$ cat src/hw/rtl/sle_pkg.sv
// Shared types and constants for the serial line editor.
// Used by sle_front, sle_queue, sle_back and serial_line_editor_unit.
`default_nettype none

package sle_pkg;

    // Special characters of the line discipline
    localparam logic [7:0] CH_BS    = 8'h08;
    localparam logic [7:0] CH_DEL   = 8'h7F;
    localparam logic [7:0] CH_CR    = 8'h0D;
    localparam logic [7:0] CH_LF    = 8'h0A;
    localparam logic [7:0] CH_SPACE = 8'h20;
    localparam logic [7:0] CH_TILDE = 8'h7E;
    localparam logic [7:0] CH_BELL  = 8'h07;

    // Result kinds on the output stream
    localparam logic [1:0] KIND_ECHO  = 2'd0;
    localparam logic [1:0] KIND_STORE = 2'd1;
    localparam logic [1:0] KIND_LINE  = 2'd2;

    // Command queue between front and back
    localparam int QUEUE_DEPTH = 4;
    localparam int QUEUE_PTR_W = $clog2(QUEUE_DEPTH);

    // Configuration register byte offsets
    localparam logic [2:0] REG_MODAL = 3'd0;

    typedef enum logic [2:0] {
        OP_LINE,        // line complete
        OP_ERASE,       // echo BS, space, BS
        OP_STORE,       // store only (modal)
        OP_STORE_ECHO,  // store, then echo the character
        OP_BELL         // line full, echo bell
    } t_op;

    typedef struct packed {
        t_op        op;
        logic [7:0] ch;     // received character
        logic [7:0] pos;    // store index, or line length for OP_LINE
        logic       modal;  // routing of a finished line
    } t_cmd;

endpackage

`default_nettype wire

$ cat src/hw/rtl/serial_line_editor_unit.sv
// Top level of the serial line editor: APB register, front, queue and back.
// Depends on sle_pkg, sle_front, sle_queue and sle_back.
//
//  Channel   Direction  Beat contents
//  s_axis    in         tdata[7:0] rx_byte
//  m_axis    out        tdata: out_byte, char_index, line_length, to_modal;
//                       tuser: out_kind; tlast: last result of a byte
//  APB       in/out     byte address 0: modal_mode (bit 0)
//
// The front takes one byte per cycle while the four-entry command queue has
// room; bytes that give no result never enter the queue. The back emits one
// result beat per cycle unless stalled downstream; a byte gives one to three
// beats (three for an erase echo), counted by the back's step counter. Output
// beats sit in a register; input flows on while the command queue has room.
// Reset is synchronous: line position zero, modal_mode zero, queue empty.
`default_nettype none

module serial_line_editor_unit import sle_pkg::*; #(
    parameter int LINE_BYTES = 256
) (
    input  wire logic        i_clk,
    input  wire logic        i_rst_n,
    // received bytes
    input  wire logic        s_axis_tvalid,
    output logic             s_axis_tready,
    input  wire logic [7:0]  s_axis_tdata,   // [7:0] rx_byte
    // results
    output logic             m_axis_tvalid,
    input  wire logic        m_axis_tready,
    output logic [31:0]      m_axis_tdata,   // [7:0] out_byte, [15:8] char_index,
                                             // [23:16] line_length, [24] to_modal
    output logic [1:0]       m_axis_tuser,   // [1:0] out_kind
    output logic             m_axis_tlast,
    // configuration
    input  wire logic        psel,
    input  wire logic        penable,
    input  wire logic        pwrite,
    input  wire logic [2:0]  paddr,
    input  wire logic [31:0] pwdata,
    output logic [31:0]      prdata,
    output logic             pready
);

    logic r_modal;

    t_cmd w_push_cmd;
    t_cmd w_pop_cmd;
    logic w_push;
    logic w_full;
    logic w_pop;
    logic w_avail;

    logic [7:0] w_byte;
    logic [7:0] w_index;
    logic [7:0] w_length;
    logic       w_to_modal;

    // Configuration: word-aligned decode, keep only bit 0
    assign pready = 1'b1;

    always_ff @(posedge i_clk) begin
        if (!i_rst_n) begin
            r_modal <= 1'b0;
        end else if (psel && penable && pwrite && pready
                     && paddr[2] == REG_MODAL[2]) begin
            r_modal <= pwdata[0];
        end
    end

    assign prdata = (paddr[2] == REG_MODAL[2]) ? {31'd0, r_modal} : 32'd0;

    // Front: classify and advance the line position
    sle_front #(
        .LINE_BYTES (LINE_BYTES)
    ) u_front (
        .i_clk   (i_clk),
        .i_rst_n (i_rst_n),
        .i_valid (s_axis_tvalid),
        .i_byte  (s_axis_tdata),
        .i_modal (r_modal),
        .i_full  (w_full),
        .o_ready (s_axis_tready),
        .o_push  (w_push),
        .o_cmd   (w_push_cmd)
    );

    // Queue: decouple byte intake from result emission
    sle_queue u_queue (
        .i_clk   (i_clk),
        .i_rst_n (i_rst_n),
        .i_push  (w_push),
        .i_cmd   (w_push_cmd),
        .o_full  (w_full),
        .i_pop   (w_pop),
        .o_avail (w_avail),
        .o_cmd   (w_pop_cmd)
    );

    // Back: expand commands into result beats
    sle_back u_back (
        .i_clk    (i_clk),
        .i_rst_n  (i_rst_n),
        .i_avail  (w_avail),
        .i_cmd    (w_pop_cmd),
        .o_pop    (w_pop),
        .o_valid  (m_axis_tvalid),
        .i_ready  (m_axis_tready),
        .o_kind   (m_axis_tuser),
        .o_byte   (w_byte),
        .o_index  (w_index),
        .o_length (w_length),
        .o_modal  (w_to_modal),
        .o_last   (m_axis_tlast)
    );

    // Pack result fields, lowest field first, pad to whole bytes
    assign m_axis_tdata = {7'd0, w_to_modal, w_length, w_index, w_byte};

endmodule

`default_nettype wire

$ cat src/hw/rtl/sle_front.sv
// Front part: accepts received bytes, classifies them and tracks the line position.
// Depends on sle_pkg; feeds commands into sle_queue.
`default_nettype none

module sle_front import sle_pkg::*; #(
    parameter int LINE_BYTES = 256
) (
    input  wire logic       i_clk,
    input  wire logic       i_rst_n,
    input  wire logic       i_valid,
    input  wire logic [7:0] i_byte,
    input  wire logic       i_modal,
    input  wire logic       i_full,
    output logic            o_ready,
    output logic            o_push,
    output t_cmd            o_cmd
);

    // Longest line: LINE_BYTES-1, capped by the 8-bit position
    localparam int LIMIT = (LINE_BYTES - 1 > 255) ? 255 : (LINE_BYTES - 1);
    localparam logic [7:0] LIMIT_W = LIMIT[7:0];

    logic [7:0] r_pos;
    logic [7:0] n_pos;
    logic       w_accept;
    logic       w_has;
    t_cmd       w_cmd;

    assign o_ready  = !i_full;
    assign w_accept = i_valid && o_ready;

    always_comb begin
        n_pos     = r_pos;
        w_has     = 1'b0;
        w_cmd.op  = OP_LINE;
        w_cmd.ch  = i_byte;
        w_cmd.pos = r_pos;
        w_cmd.modal = i_modal;
        if (i_byte == CH_CR || i_byte == CH_LF) begin
            w_has = 1'b1;
            n_pos = 8'd0;
        end else if (i_byte == CH_BS || i_byte == CH_DEL) begin
            if (r_pos != 8'd0) begin
                n_pos    = r_pos - 8'd1;
                w_has    = !i_modal;
                w_cmd.op = OP_ERASE;
            end
        end else if (i_byte >= CH_SPACE && i_byte <= CH_TILDE) begin
            if (r_pos < LIMIT_W) begin
                n_pos    = r_pos + 8'd1;
                w_has    = 1'b1;
                w_cmd.op = i_modal ? OP_STORE : OP_STORE_ECHO;
            end else begin
                w_has    = !i_modal;
                w_cmd.op = OP_BELL;
            end
        end
    end

    always_ff @(posedge i_clk) begin
        if (!i_rst_n) begin
            r_pos <= 8'd0;
        end else if (w_accept) begin
            r_pos <= n_pos;
        end
    end

    assign o_push = w_accept && w_has;
    assign o_cmd  = w_cmd;

endmodule

`default_nettype wire

$ cat src/hw/rtl/sle_queue.sv
// Short command queue between the front and the back of the line editor.
// Depends on sle_pkg for the command type and depth.
`default_nettype none

module sle_queue import sle_pkg::*; (
    input  wire logic i_clk,
    input  wire logic i_rst_n,
    input  wire logic i_push,
    input  wire t_cmd i_cmd,
    output logic      o_full,
    input  wire logic i_pop,
    output logic      o_avail,
    output t_cmd      o_cmd
);

    localparam logic [QUEUE_PTR_W:0] DEPTH_W = QUEUE_DEPTH[QUEUE_PTR_W:0];

    t_cmd                   r_mem [QUEUE_DEPTH];
    logic [QUEUE_PTR_W-1:0] r_wr;
    logic [QUEUE_PTR_W-1:0] r_rd;
    logic [QUEUE_PTR_W:0]   r_cnt;

    assign o_full  = (r_cnt == DEPTH_W);
    assign o_avail = (r_cnt != '0);
    assign o_cmd   = r_mem[r_rd];

    always_ff @(posedge i_clk) begin
        if (i_push) begin
            r_mem[r_wr] <= i_cmd;
        end
    end

    always_ff @(posedge i_clk) begin
        if (!i_rst_n) begin
            r_wr  <= '0;
            r_rd  <= '0;
            r_cnt <= '0;
        end else begin
            if (i_push) r_wr <= r_wr + 1'b1;
            if (i_pop)  r_rd <= r_rd + 1'b1;
            if (i_push && !i_pop)      r_cnt <= r_cnt + 1'b1;
            else if (i_pop && !i_push) r_cnt <= r_cnt - 1'b1;
        end
    end

    a_no_overflow: assert property (@(posedge i_clk) disable iff (!i_rst_n)
        o_full |-> !i_push) else $error("queue written while full");

    a_no_underflow: assert property (@(posedge i_clk) disable iff (!i_rst_n)
        !o_avail |-> !i_pop) else $error("queue read while empty");

    a_count_range: assert property (@(posedge i_clk) disable iff (!i_rst_n)
        r_cnt <= DEPTH_W) else $error("queue count out of range");

endmodule

`default_nettype wire

$ cat src/hw/rtl/sle_back.sv
// Back part: expands queued commands into one to three result beats.
// Depends on sle_pkg; drives the registered output stream.
`default_nettype none

module sle_back import sle_pkg::*; (
    input  wire logic       i_clk,
    input  wire logic       i_rst_n,
    input  wire logic       i_avail,
    input  wire t_cmd       i_cmd,
    output logic            o_pop,
    output logic            o_valid,
    input  wire logic       i_ready,
    output logic [1:0]      o_kind,
    output logic [7:0]      o_byte,
    output logic [7:0]      o_index,
    output logic [7:0]      o_length,
    output logic            o_modal,
    output logic            o_last
);

    t_cmd       r_cmd;
    logic       r_busy;
    logic [1:0] r_step;

    logic       r_valid;
    logic [1:0] r_kind;
    logic [7:0] r_byte;
    logic [7:0] r_index;
    logic [7:0] r_length;
    logic       r_modal;
    logic       r_last;

    logic [1:0] w_kind;
    logic [7:0] w_byte;
    logic [7:0] w_index;
    logic [7:0] w_length;
    logic       w_modal;
    logic       w_last;
    logic       w_load;
    logic       w_fin;

    // Beat for the current command and step
    always_comb begin
        w_kind   = KIND_ECHO;
        w_byte   = 8'd0;
        w_index  = 8'd0;
        w_length = 8'd0;
        w_modal  = 1'b0;
        w_last   = 1'b1;
        unique case (r_cmd.op)
            OP_LINE: begin
                w_kind   = KIND_LINE;
                w_length = r_cmd.pos;
                w_modal  = r_cmd.modal;
            end
            OP_ERASE: begin
                w_byte = (r_step == 2'd1) ? CH_SPACE : CH_BS;
                w_last = (r_step == 2'd2);
            end
            OP_STORE: begin
                w_kind  = KIND_STORE;
                w_byte  = r_cmd.ch;
                w_index = r_cmd.pos;
            end
            OP_STORE_ECHO: begin
                w_byte = r_cmd.ch;
                w_last = (r_step == 2'd1);
                if (r_step == 2'd0) begin
                    w_kind  = KIND_STORE;
                    w_index = r_cmd.pos;
                end
            end
            OP_BELL: begin
                w_byte = CH_BELL;
            end
            default: begin
                w_last = 1'b1;
            end
        endcase
    end

    assign w_load = r_busy && (!r_valid || i_ready);
    assign w_fin  = w_load && w_last;
    assign o_pop  = i_avail && (!r_busy || w_fin);

    always_ff @(posedge i_clk) begin
        if (!i_rst_n) begin
            r_busy  <= 1'b0;
            r_step  <= 2'd0;
            r_valid <= 1'b0;
        end else begin
            if (w_fin) begin
                r_step <= 2'd0;
            end else if (w_load) begin
                r_step <= r_step + 2'd1;
            end
            if (o_pop) begin
                r_busy <= 1'b1;
            end else if (w_fin) begin
                r_busy <= 1'b0;
            end
            if (w_load) begin
                r_valid <= 1'b1;
            end else if (i_ready) begin
                r_valid <= 1'b0;
            end
        end
    end

    always_ff @(posedge i_clk) begin
        if (o_pop) begin
            r_cmd <= i_cmd;
        end
        if (w_load) begin
            r_kind   <= w_kind;
            r_byte   <= w_byte;
            r_index  <= w_index;
            r_length <= w_length;
            r_modal  <= w_modal;
            r_last   <= w_last;
        end
    end

    assign o_valid  = r_valid;
    assign o_kind   = r_kind;
    assign o_byte   = r_byte;
    assign o_index  = r_index;
    assign o_length = r_length;
    assign o_modal  = r_modal;
    assign o_last   = r_last;

    a_step_range: assert property (@(posedge i_clk) disable iff (!i_rst_n)
        r_step != 2'd3) else $error("step counter out of range");

    a_idle_step: assert property (@(posedge i_clk) disable iff (!i_rst_n)
        !r_busy |-> r_step == 2'd0) else $error("step left over when idle");

    a_line_last: assert property (@(posedge i_clk) disable iff (!i_rst_n)
        (r_valid && r_kind == KIND_LINE) |-> r_last) else $error("line beat not last");

    a_store_next: assert property (@(posedge i_clk) disable iff (!i_rst_n)
        (w_load && r_cmd.op == OP_STORE_ECHO && r_step == 2'd0) |=> r_busy)
        else $error("echo after store lost");

endmodule

`default_nettype wire
$ cat config.mk
export PLATFORM = sky130hd
export DESIGN_NAME = serial_line_editor_unit
export DESIGN_NICKNAME = d
export VERILOG_FILES = /design/src/hw/rtl/sle_pkg.sv /design/src/hw/rtl/serial_line_editor_unit.sv /design/src/hw/rtl/sle_front.sv /design/src/hw/rtl/sle_queue.sv /design/src/hw/rtl/sle_back.sv
export SDC_FILE = /design/constraint.sdc
export NUM_CORES = 1
export LEC_CHECK = 0
export BUFFER_PORTS_ARGS = -buffer_cell sky130_fd_sc_hd__buf_2
export CAP_MARGIN = 20
export CORE_UTILIZATION = 45
export DETAILED_ROUTE_END_ITERATION = 12
export MAX_ROUTING_LAYER = met4
export PLACE_DENSITY = 0.74
export SYNTH_ARGS = -nofsm -noshare
export SYNTH_HDL_FRONTEND = slang
export SYNTH_HIERARCHICAL = 1
export SYNTH_SLANG_ARGS = --single-unit
$ cat constraint.sdc
create_clock -name i_clk -period 10.05 [get_ports i_clk]
set_clock_uncertainty 0.2 [all_clocks]
set_input_delay 1.5075 -clock i_clk [delete_from_list [all_inputs] [get_ports i_clk]]
set_output_delay 1.5075 -clock i_clk [all_outputs]
set_load 0.005 [all_outputs]
# Word-level counts from Yosys, hierarchy flattened
# Memories as Yosys holds them, arrays and structs flattened. A register that Yosys moved wholly into a read port is not among the register bits.
# Index checks and enable logic that the tools add are counted.
[op_classes]
div_mod_pow = 0
add_sub_neg = 7
eq_ne = 12
n_lt_le_gt_ge = 3
reduce_logical = 33
bitwise_logic = 2
n_mul = 0
n_shift = 0
n_mux = 32
[ops]
columns = ["op", "n"]
rows = [
  ["$mux 8", 6],
  ["$eq 8x4->1 const B", 3],
  ["$pmux 8 s3", 1],
  ["$mux 3", 6],
  ["$pmux 8 s2", 1],
  ["$mux 1", 15],
  ["$logic_and 1x1->1", 11],
  ["$reduce_bool 3->1", 3],
  ["$add 8x1->8 const B", 1],
  ["$eq 8x7->1 const B", 1],
  ["$ge 8x6->1 const B", 1],
  ["$le 8x7->1 const B", 1],
  ["$lt 8x8->1 const B", 1],
  ["$reduce_bool 8->1", 1],
  ["$sub 8x1->8 const B", 1],
  ["$add 2x1->2 const B", 3],
  ["$eq 3x2->1 const B", 2],
  ["$eq 3x3->1 const B", 2],
  ["$logic_not 1->1", 6],
  ["$mux 6", 1],
  ["$pmux 2 s3", 1],
  ["$reduce_bool 2->1", 3],
  ["$logic_or 1x1->1", 4],
  ["$reduce_and 4->1", 1],
  ["other kinds (11)", 13],
]
[word_totals]
latchBits = 0
word_cells = 104
rom_bits = 0
memories = 1
ramBits = 80
ff_bits = 48
[memory_table]
columns = ["memory", "words", "width", "rd", "rd_ports_with_merged_regs", "write_ports", "line", "source"]
rows = [
  ["u_queue.r_mem", 4, 20, 1, 1, 1, "sle_queue.sv:18", "t_cmd r_mem [QUEUE_DEPTH];"],
]

# Logic depth before layout (Yosys ltp)
# Gate-level depths: netlist of the first run.
[depth]
word_depth = 10
mapped_depth = 12
ltp_nobuf = 12

# Cells and area by module
# The synthesis of the first run kept the hierarchy.
[by_module_without_submodules]
columns = ["mod", "n_inst", "cells_each", "area_each_um2"]
rows = [
  ["sle_queue", 1, 147, 3331.9],
  ["sle_back", 1, 110, 1913.1],
  ["sle_front", 1, 115, 870.8],
  ["serial_line_editor_unit", 1, 48, 375.4],
]

# Worst setup path before layout of the first run
# OpenSTA, ideal clock, no wires.
[synth_timing]
kind = "input to register"
start = "input port s_axis_tdata[6]"
end = "register u_queue.r_cnt[2]"
cell_stages = 12
path_slack_ns = 4.974
arrival_ns = 4.801
setup_time_ns = 0.076
required_ns = 9.774
cell_sequence = "or3_1 -> or4_4 -> a21o_4 -> inv_1 -> nor3_1 -> nor4_1 -> ha_1 -> inv_1 -> fa_1 -> xor2_1 -> or3_1 -> a21boi_0"
[synth_between]
elab_chain_len = 9
[synth_rtl]
columns = ["element", "line", "source"]
rows = [
  ["start: declaration", "serial_line_editor_unit.sv:26", "input wire logic [7:0] s_axis_tdata,"],
  ["$ge 8x6->1 / $le 8x7->1 (equally long branches)", "sle_front.sv:48", "end else if (i_byte >= CH_SPACE && i_byte <= CH_TILDE) begin"],
  ["$logic_and 1x1->1", "sle_front.sv:48", ""],
  ["$mux 1", "sle_front.sv:48", ""],
  ["$mux 1", "sle_front.sv:42", "end else if (i_byte == CH_BS || i_byte == CH_DEL) begin"],
  ["$mux 1 *", "sle_front.sv:39", "if (i_byte == CH_CR || i_byte == CH_LF) begin"],
  ["$logic_and 1x1->1 *", "sle_front.sv:68", "assign o_push = w_accept && w_has;"],
  ["via w_push", "serial_line_editor_unit.sv:48", "logic w_push;"],
  ["$logic_not 1->1", "sle_queue.sv:42", "else if (i_pop && !i_push) r_cnt <= r_cnt - 1'b1;"],
  ["$logic_and 1x1->1", "sle_queue.sv:42", ""],
  ["$reduce_bool 2->1 (no source line)", "--", ""],
  ["end signal: assignment", "sle_queue.sv:41", "if (i_push && !i_pop) r_cnt <= r_cnt + 1'b1;"],
  ["end signal: assignment", "sle_queue.sv:42", ""],
  ["end: declaration", "sle_queue.sv:21", "logic [QUEUE_PTR_W:0] r_cnt;"],
]
# The timed path passes the listed nets; every way through them passes the cells marked *.
# A chain may end at the register's enable or synchronous reset.

# Final worst setup path of the first run
# Same ends and word-level chain as after synthesis.

==> flow_summary.yaml, run 1 <==
global_route:
  antenna_found_initial: 0
  gr-usage-met3_pct: 4.49
  busiest_layer: "met2"
  use_met1_pct: 18.3
  met2_usage_pct: 25.4
  overflow: 0
  grt_max_degree: 32
  grt_pass1_vias: 3359
  grt_use_total_pct: 15.8
  grt_first_pass_wirelength_mm: 16.8
cts:
  cts_resized: 0
  cts_setup_buffers: 0
  cts_made_buffers: 17
  htreeDepth: 4
  ctsHoldBuffers: 0
  cts_max_path_buffers: 2
  clock-sinks: 150
  clk_pin_slew_ps: 60
  cts_tree: "done"
  clock_latency_ps: 410
  cts_root_buf: "clkbuf_16"
sta:
  slew-limit-headroom_pct: 25.6
  fin_setup_tns_ps: 0
  finalCritPeriodShare_pct: 52.1
  period_needed_ps: 5240
  hold_violations: 0
  drv_slew: 0
  fmax_mhz: 191
  tightest_slew_ps: 1120
  rsz0062_at_grt: "no"
  setup_violations: 0
power_and_ir_drop:
  p_int_mw: 1.44
  comb_power_share_pct: 18.2
  p_clk_share_pct: 34.9
  swShare_pct: 24.8
  p_switching_mw: 0.475
  p_leak_nw: 2.67
  cellPowerDensity_nw_per_um2: 260
  vdd_drop_max_uv: 132
  seq_power_share_pct: 46.9
hold_path:
  hold_class: "reg -> reg"
  hold_depth: 2
  hold_end: "u_back/r_step[0]"
  min_from: "u_back/r_step[0]"
routing:
  viasPerCell: 5.01
  wire_per_inst_um: 15.9
  antenna_left: 0
  wl_mm: 10.5
  via_count: 3327
  post-route-drc-count: 0
  first_pass_iters: 5
  drtIter0Drc: 334
final_layout:
  area_growth_pct: 13.5
  fin_nets: 537
  final_common_cell: "edfxtp_1"
  antenna_cells: 0
  fin_cells: 664
  drive_above_1_share_pct: 22.9
  layout.cells.most_common_list: "128 x edfxtp_1, 47 x buf_2, 39 x conb_1"
setup_path:
  crit_slowest_cell: "nor4_1"
  cp_max_fo: 8
  ff2ff_setup_slack_ps: 6700
  required_ps: 10180
  start_kind: "primary input"
  timing.rr.end: "u_queue/r_cnt[2]"
  critPathBufInv: 3
  crit_type: "in -> reg"
  path_depth: 13
  crit_family: "simple AND/OR/NAND/NOR gates"
  worstPathCellList: "buf_2 -> or3_1 -> or4_4 -> a21o_4 -> inv_1 -> nor3_1 -> nor4_1 -> ha_1 -> inv_1 -> fa_1 -> xor2_1 -> or3_1 -> a21boi_0"
  crit_arrival_ps: 5370
  reg2reg_depth: 11
  end_kind: "flip-flop"
  r2r-start: "u_front/r_pos[0]"
  max_stage_delay_ps: 870
yosys:
  synthArstFlopShare_pct: 0
  synth_edf_count: 128
  yosys_warnings: 6
  syn_inst: 420
  syn_area_um2: 6490
  avgSynthCellArea_um2: 15.5
  synth-seq-area-share_pct: 66.0
  ys_seq_elements: 150
  yosys_most_used_dff: "edfxtp_1"
  synth.distinct_cells: 49
placed_design:
  port_buffers: 47
  place_congestion: 0.839
  place_hpwl_mm: 6.69
  dp_cells: 630
die:
  num_rows: 43
  start_util_pct: 46.4
  io_pins: 120
  core_area_um2: 14000
  die_h_um: 122
  die_x_um: 122
  dieArea_um2: 14900
status:
  status: "finished clean"
flow_run:
  maxCapViolCount: 0
==> worst register-to-register path, stage by stage (launching register included) <==
cell and delay, ps:
dfxtp_1 410, nand4_1 190, nor2_1 80, nand2_1 50
a21boi_0 80, nor4_1 850, ha_1 330, inv_1 60
fa_1 380, xor2_1 170, or3_1 300, a21boi_0 170
==> state kept, by name, indices dropped and copies added, names as in the netlist, 2 cells and up, named ones only <==
signal,count
u_back/o_byte,8
u_back/r_step,2
u_queue/r_rd,2
u_back/o_length,8
u_queue/r_mem,80
u_queue/r_cnt,3
u_back/o_kind,2
u_front/r_pos,8
u_back/o_index,8
u_back/r_cmd,20
u_queue/r_wr,2
==> area by class of cell <==
type	count	area [um^2]
Multi-Input combinational cell	233	1850
Timing Repair Buffer	52	300
Fill cell	1082	6620
Clock buffer	21	470
Sequential cell	150	4280
Tap cell	180	225
Inverter	17	63.8
Clock inverter	11	173
==> per-stage QoR <==
| step | power (mW) | instance area, um^2 | setup slack, ps | hold slack (ps) | utilization (%) |
|---|---|---|---|---|---|
| 6_report | 1.91 | 7370 | 4810 | 299 | 52.7 |
| 5_1_grt | 2.01 | 7370 | 4560 | 332 | 52.7 |
| 4_1_cts | 1.93 | 7330 | 4810 | 299 | 52.4 |
| 3_5_place_dp | 1.26 | 6680 | 4410 | 290 | 47.8 |
| 3_3_place_gp | 1.25 | 6680 | 4530 | 276 | 47.8 |
| 2_1_floorplan | 1.16 | 6630 | 4970 | 263 | - |
==> worst max-delay path by stage <==
stage | from | end | slack (ps)
after floorplan | s_axis_tdata[6] | u_queue/r_cnt[2] | 4970
after global placement | s_axis_tdata[6] | u_queue/r_cnt[2] | 4530
after detailed placement | s_axis_tdata[6] | u_queue/r_cnt[2] | 4410
after CTS | s_axis_tdata[6] | u_queue/r_cnt[2] | 4810
after global routing | s_axis_tdata[6] | u_queue/r_cnt[2] | 4560
final | s_axis_tdata[6] | u_queue/r_cnt[2] | 4810
==> cell usage after synthesis (6+ instances only) <==
| cell type | n | share of area (%) |
|---|---|---|
| nand2_1 | 16 | 0.93 |
| o21ai_0 | 6 | 0.46 |
| ha_1 | 14 | 2.7 |
| mux4_2 | 20 | 6.9 |
| dfxtp_1 | 22 | 6.8 |
| and2_1 | 32 | 3.1 |
| buf_4 | 49 | 5.7 |
| nor2_1 | 18 | 1.0 |
| inv_1 | 17 | 0.98 |
| edfxtp_1 | 128 | 59 |
| mux2i_1 | 9 | 1.4 |
==> layer usage <==
| metal | vias up | wire length (um) |
|---|---|---|
| li1 | 1566 | - |
| met1 | 1650 | 4430 |
| met2 | 105 | 5480 |
| met3 | 6 | 541 |
| met4 | 0 | 74 |
| met5 | - | 0 |
==> power groups by stage <==
stage	Combinational [mW]	Clock [mW]	Sequential (mW)
5_1_grt	0.393	0.708	0.910
3_3_place_gp	0.341	0	0.905
2_1_floorplan	0.268	0	0.894
6_report	0.349	0.668	0.896
3_5_place_dp	0.351	0	0.910
4_1_cts	0.353	0.679	0.898
==> logic make-up (layout without fill, tap and decap cells) <==
family | after synthesis | in the layout | share of synthesized area, %
DFF | 150 | 150 | 66.0
xor gates and xnor gates | 8 | 8 | 1.08
and+or+nand+nor | 105 | 105 | 9.27
other | 2 | 39 | 0.116
adders and majority gates | 16 | 16 | 3.32
muxes | 29 | 29 | 8.33
buffers and inverters | 74 | 101 | 7.61
AOI/OAI and AO/OA | 36 | 36 | 4.28
No activity file was read; power rests on OpenSTA's default activity.
==> run 2, diff against run 1 <==
==> constraint.sdc (replaced) <==
create_clock -name i_clk -period 5.2 [get_ports i_clk]
set_clock_uncertainty 0.2 [all_clocks]
set_input_delay 0.78 -clock i_clk [delete_from_list [all_inputs] [get_ports i_clk]]
set_output_delay 0.78 -clock i_clk [all_outputs]
set_load 0.005 [all_outputs]
==> flow_summary.yaml, run 2 (synthesized netlist as in run 1, its figures left out) <==
sta:
  drv_slew: 0
  finalCritPeriodShare_pct: 77.4
  fin_ws_ps: 1170
  tightest_slew_ps: 990
  setup_violations: 0
  hold_violations: 0
  fin_setup_tns_ps: 0
  rsz0062_at_grt: "no"
  period_needed_ps: 4030
  fmax_mhz: 248
  slew-limit-headroom_pct: 33.9
setup_path:
  timing.rr.end: "u_queue/r_cnt[2]"
  start_kind: "primary input"
  crit_arrival_ps: 4150
  ff2ff_setup_slack_ps: 2010
  crit_type: "in -> reg"
  critPathBufInv: 4
  worstPathCellList: "buf_2 -> or3_1 -> or4_4 -> a21o_4 -> inv_1 -> nor3_1 -> nor4_1 -> buf_4 -> ha_1 -> inv_1 -> fa_1 -> xor2_1 -> or3_1 -> a21boi_0"
  end_kind: "flip-flop"
  max_stage_delay_ps: 440
  required_ps: 5330
  reg2reg_depth: 13
  crit_slowest_cell: "or4_4"
  cp_max_fo: 8
  crit_family: "simple AND/OR/NAND/NOR gates"
  r2r-start: "u_back/r_step[1]"
die:
  dieArea_um2: 14900
  start_util_pct: 46.4
  num_rows: 43
  io_pins: 120
  die_h_um: 122
  core_area_um2: 14000
  die_x_um: 122
cts:
  clock-sinks: 150
  clk_pin_slew_ps: 60
  cts_tree: "done"
  htreeDepth: 4
  cts_resized: 0
  cts_made_buffers: 17
  cts_max_path_buffers: 2
  cts_setup_buffers: 0
  clock_latency_ps: 400
  ctsHoldBuffers: 0
  cts_root_buf: "clkbuf_16"
final_layout:
  regMostFlops: "u_queue/r_mem"
  final_common_cell: "edfxtp_1"
  layout.cells.most_common_list: "128 x edfxtp_1, 47 x buf_2, 39 x conb_1"
  seq_area_um2: 4280
  largest_reg_flops: 80
  multi_input_area_um2: 1850
  reg_top3: "u_queue/r_mem (80), u_back/r_cmd (20)"
  antenna_cells: 0
  drive_above_1_share_pct: 23.4
  nFillCells: 1110
  area_growth_pct: 12.9
  fin_nets: 540
routing:
  viasPerCell: 5.02
  drtIter0Drc: 278
  first_pass_iters: 4
  antenna_left: 0
  via_count: 3351
  post-route-drc-count: 0
  wire_per_inst_um: 15.5
  wl_mm: 10.3
global_route:
  grt_first_pass_wirelength_mm: 16.9
  grt_pass1_vias: 3399
  grt_use_total_pct: 16.0
  antenna_found_initial: 0
  overflow: 0
  grt_max_degree: 32
power_and_ir_drop:
  p_switching_mw: 0.929
  comb_power_share_pct: 18.7
  seq_power_share_pct: 47.6
  p_clk_share_pct: 33.7
  vdd_drop_max_uv: 272
  cellPowerDensity_nw_per_um2: 497
  swShare_pct: 25.5
  p_leak_nw: 2.67
  p_int_mw: 2.71
placed_design:
  port_buffers: 47
  place_hpwl_mm: 6.92
  dp_worst_setup_slack_ps: 813
  place_congestion: 0.832
flow_run:
  maxCapViolCount: 0
status:
  status: "finished clean"
hold_path:
  hold_class: "reg -> reg"
  min_from: "u_back/r_step[1]"
  hold_depth: 2
  hold_end: "u_back/r_step[1]"
[run 2: cell count changes in the layout (fill, tap and decap cells not counted)]
cell        delta
buf_8          -1
bufinv_16      -1
buf_16         -1
clkbuf_1       -1
inv_6          +1
buf_4          +5
clkinv_4       -1
clkinvlp_4     -1
clkinv_1       +1
clkinv_2       +3
clkbuf_8       -1
[run 2: power by group through the flow]
stage / logic, mW / registers [mW] / clock network (mW)
6_report: 0.683 / 1.73 / 1.23
5_1_grt: 0.764 / 1.76 / 1.30
4_1_cts: 0.699 / 1.74 / 1.25
3_5_place_dp: 0.693 / 1.76 / 0
3_3_place_gp: 0.662 / 1.75 / 0
2_1_floorplan: 0.517 / 1.73 / 0
[run 2: area by class of cell]
cell class,instances,area share (%)
tap,180,3.07
clock buffer,19,6.18
timing repair buffer,55,4.03
inverter,17,0.871
clock inverter,13,2.10
sequential,150,58.5
multi-input combinational,233,25.3
[run 2: layer usage]
layer | up-vias | track usage, % | share of wire (%)
met3 | 6 | 4.40 | 5.1
met5 | - | - | 0
met1 | 1647 | 17.8 | 42
met4 | 0 | 6.40 | 1.1
li1 | 1578 | - | -
met2 | 120 | 27.2 | 52
[run 2: through the flow]
step	instances	power (mW)	cell area, um^2	utilization [%]	hold WS [ps]
finish	667	3.64	7330	52.4	298
CTS	667	3.69	7330	52.4	293
floorplan	457	2.25	6630	-	263
detailed placement	635	2.45	6720	48.0	284
global placement	635	2.41	6720	48.0	277
global route	667	3.82	7330	52.4	309
[run 2: tightest hold or removal path: stages, from the launching register on]
cell and delay, ps:
dfxtp_1 320, nand2_1 60, o22ai_1 70
[run 2: worst max path at each step]
| stage | cells past startpoint | end | startpoint | slack, ps |
|---|---|---|---|---|
| after floorplan | 12 | u_queue/r_cnt[2] | s_axis_tdata[6] | 850 |
| after global placement | 14 | u_queue/r_cnt[2] | s_axis_tdata[6] | 900 |
| after detailed placement | 14 | u_queue/r_cnt[2] | s_axis_tdata[6] | 810 |
| after CTS | 14 | u_queue/r_cnt[2] | s_axis_tdata[6] | 1220 |
| after global routing | 14 | u_queue/r_cnt[2] | s_axis_tdata[6] | 990 |
| final | 14 | u_queue/r_cnt[2] | s_axis_tdata[6] | 1170 |
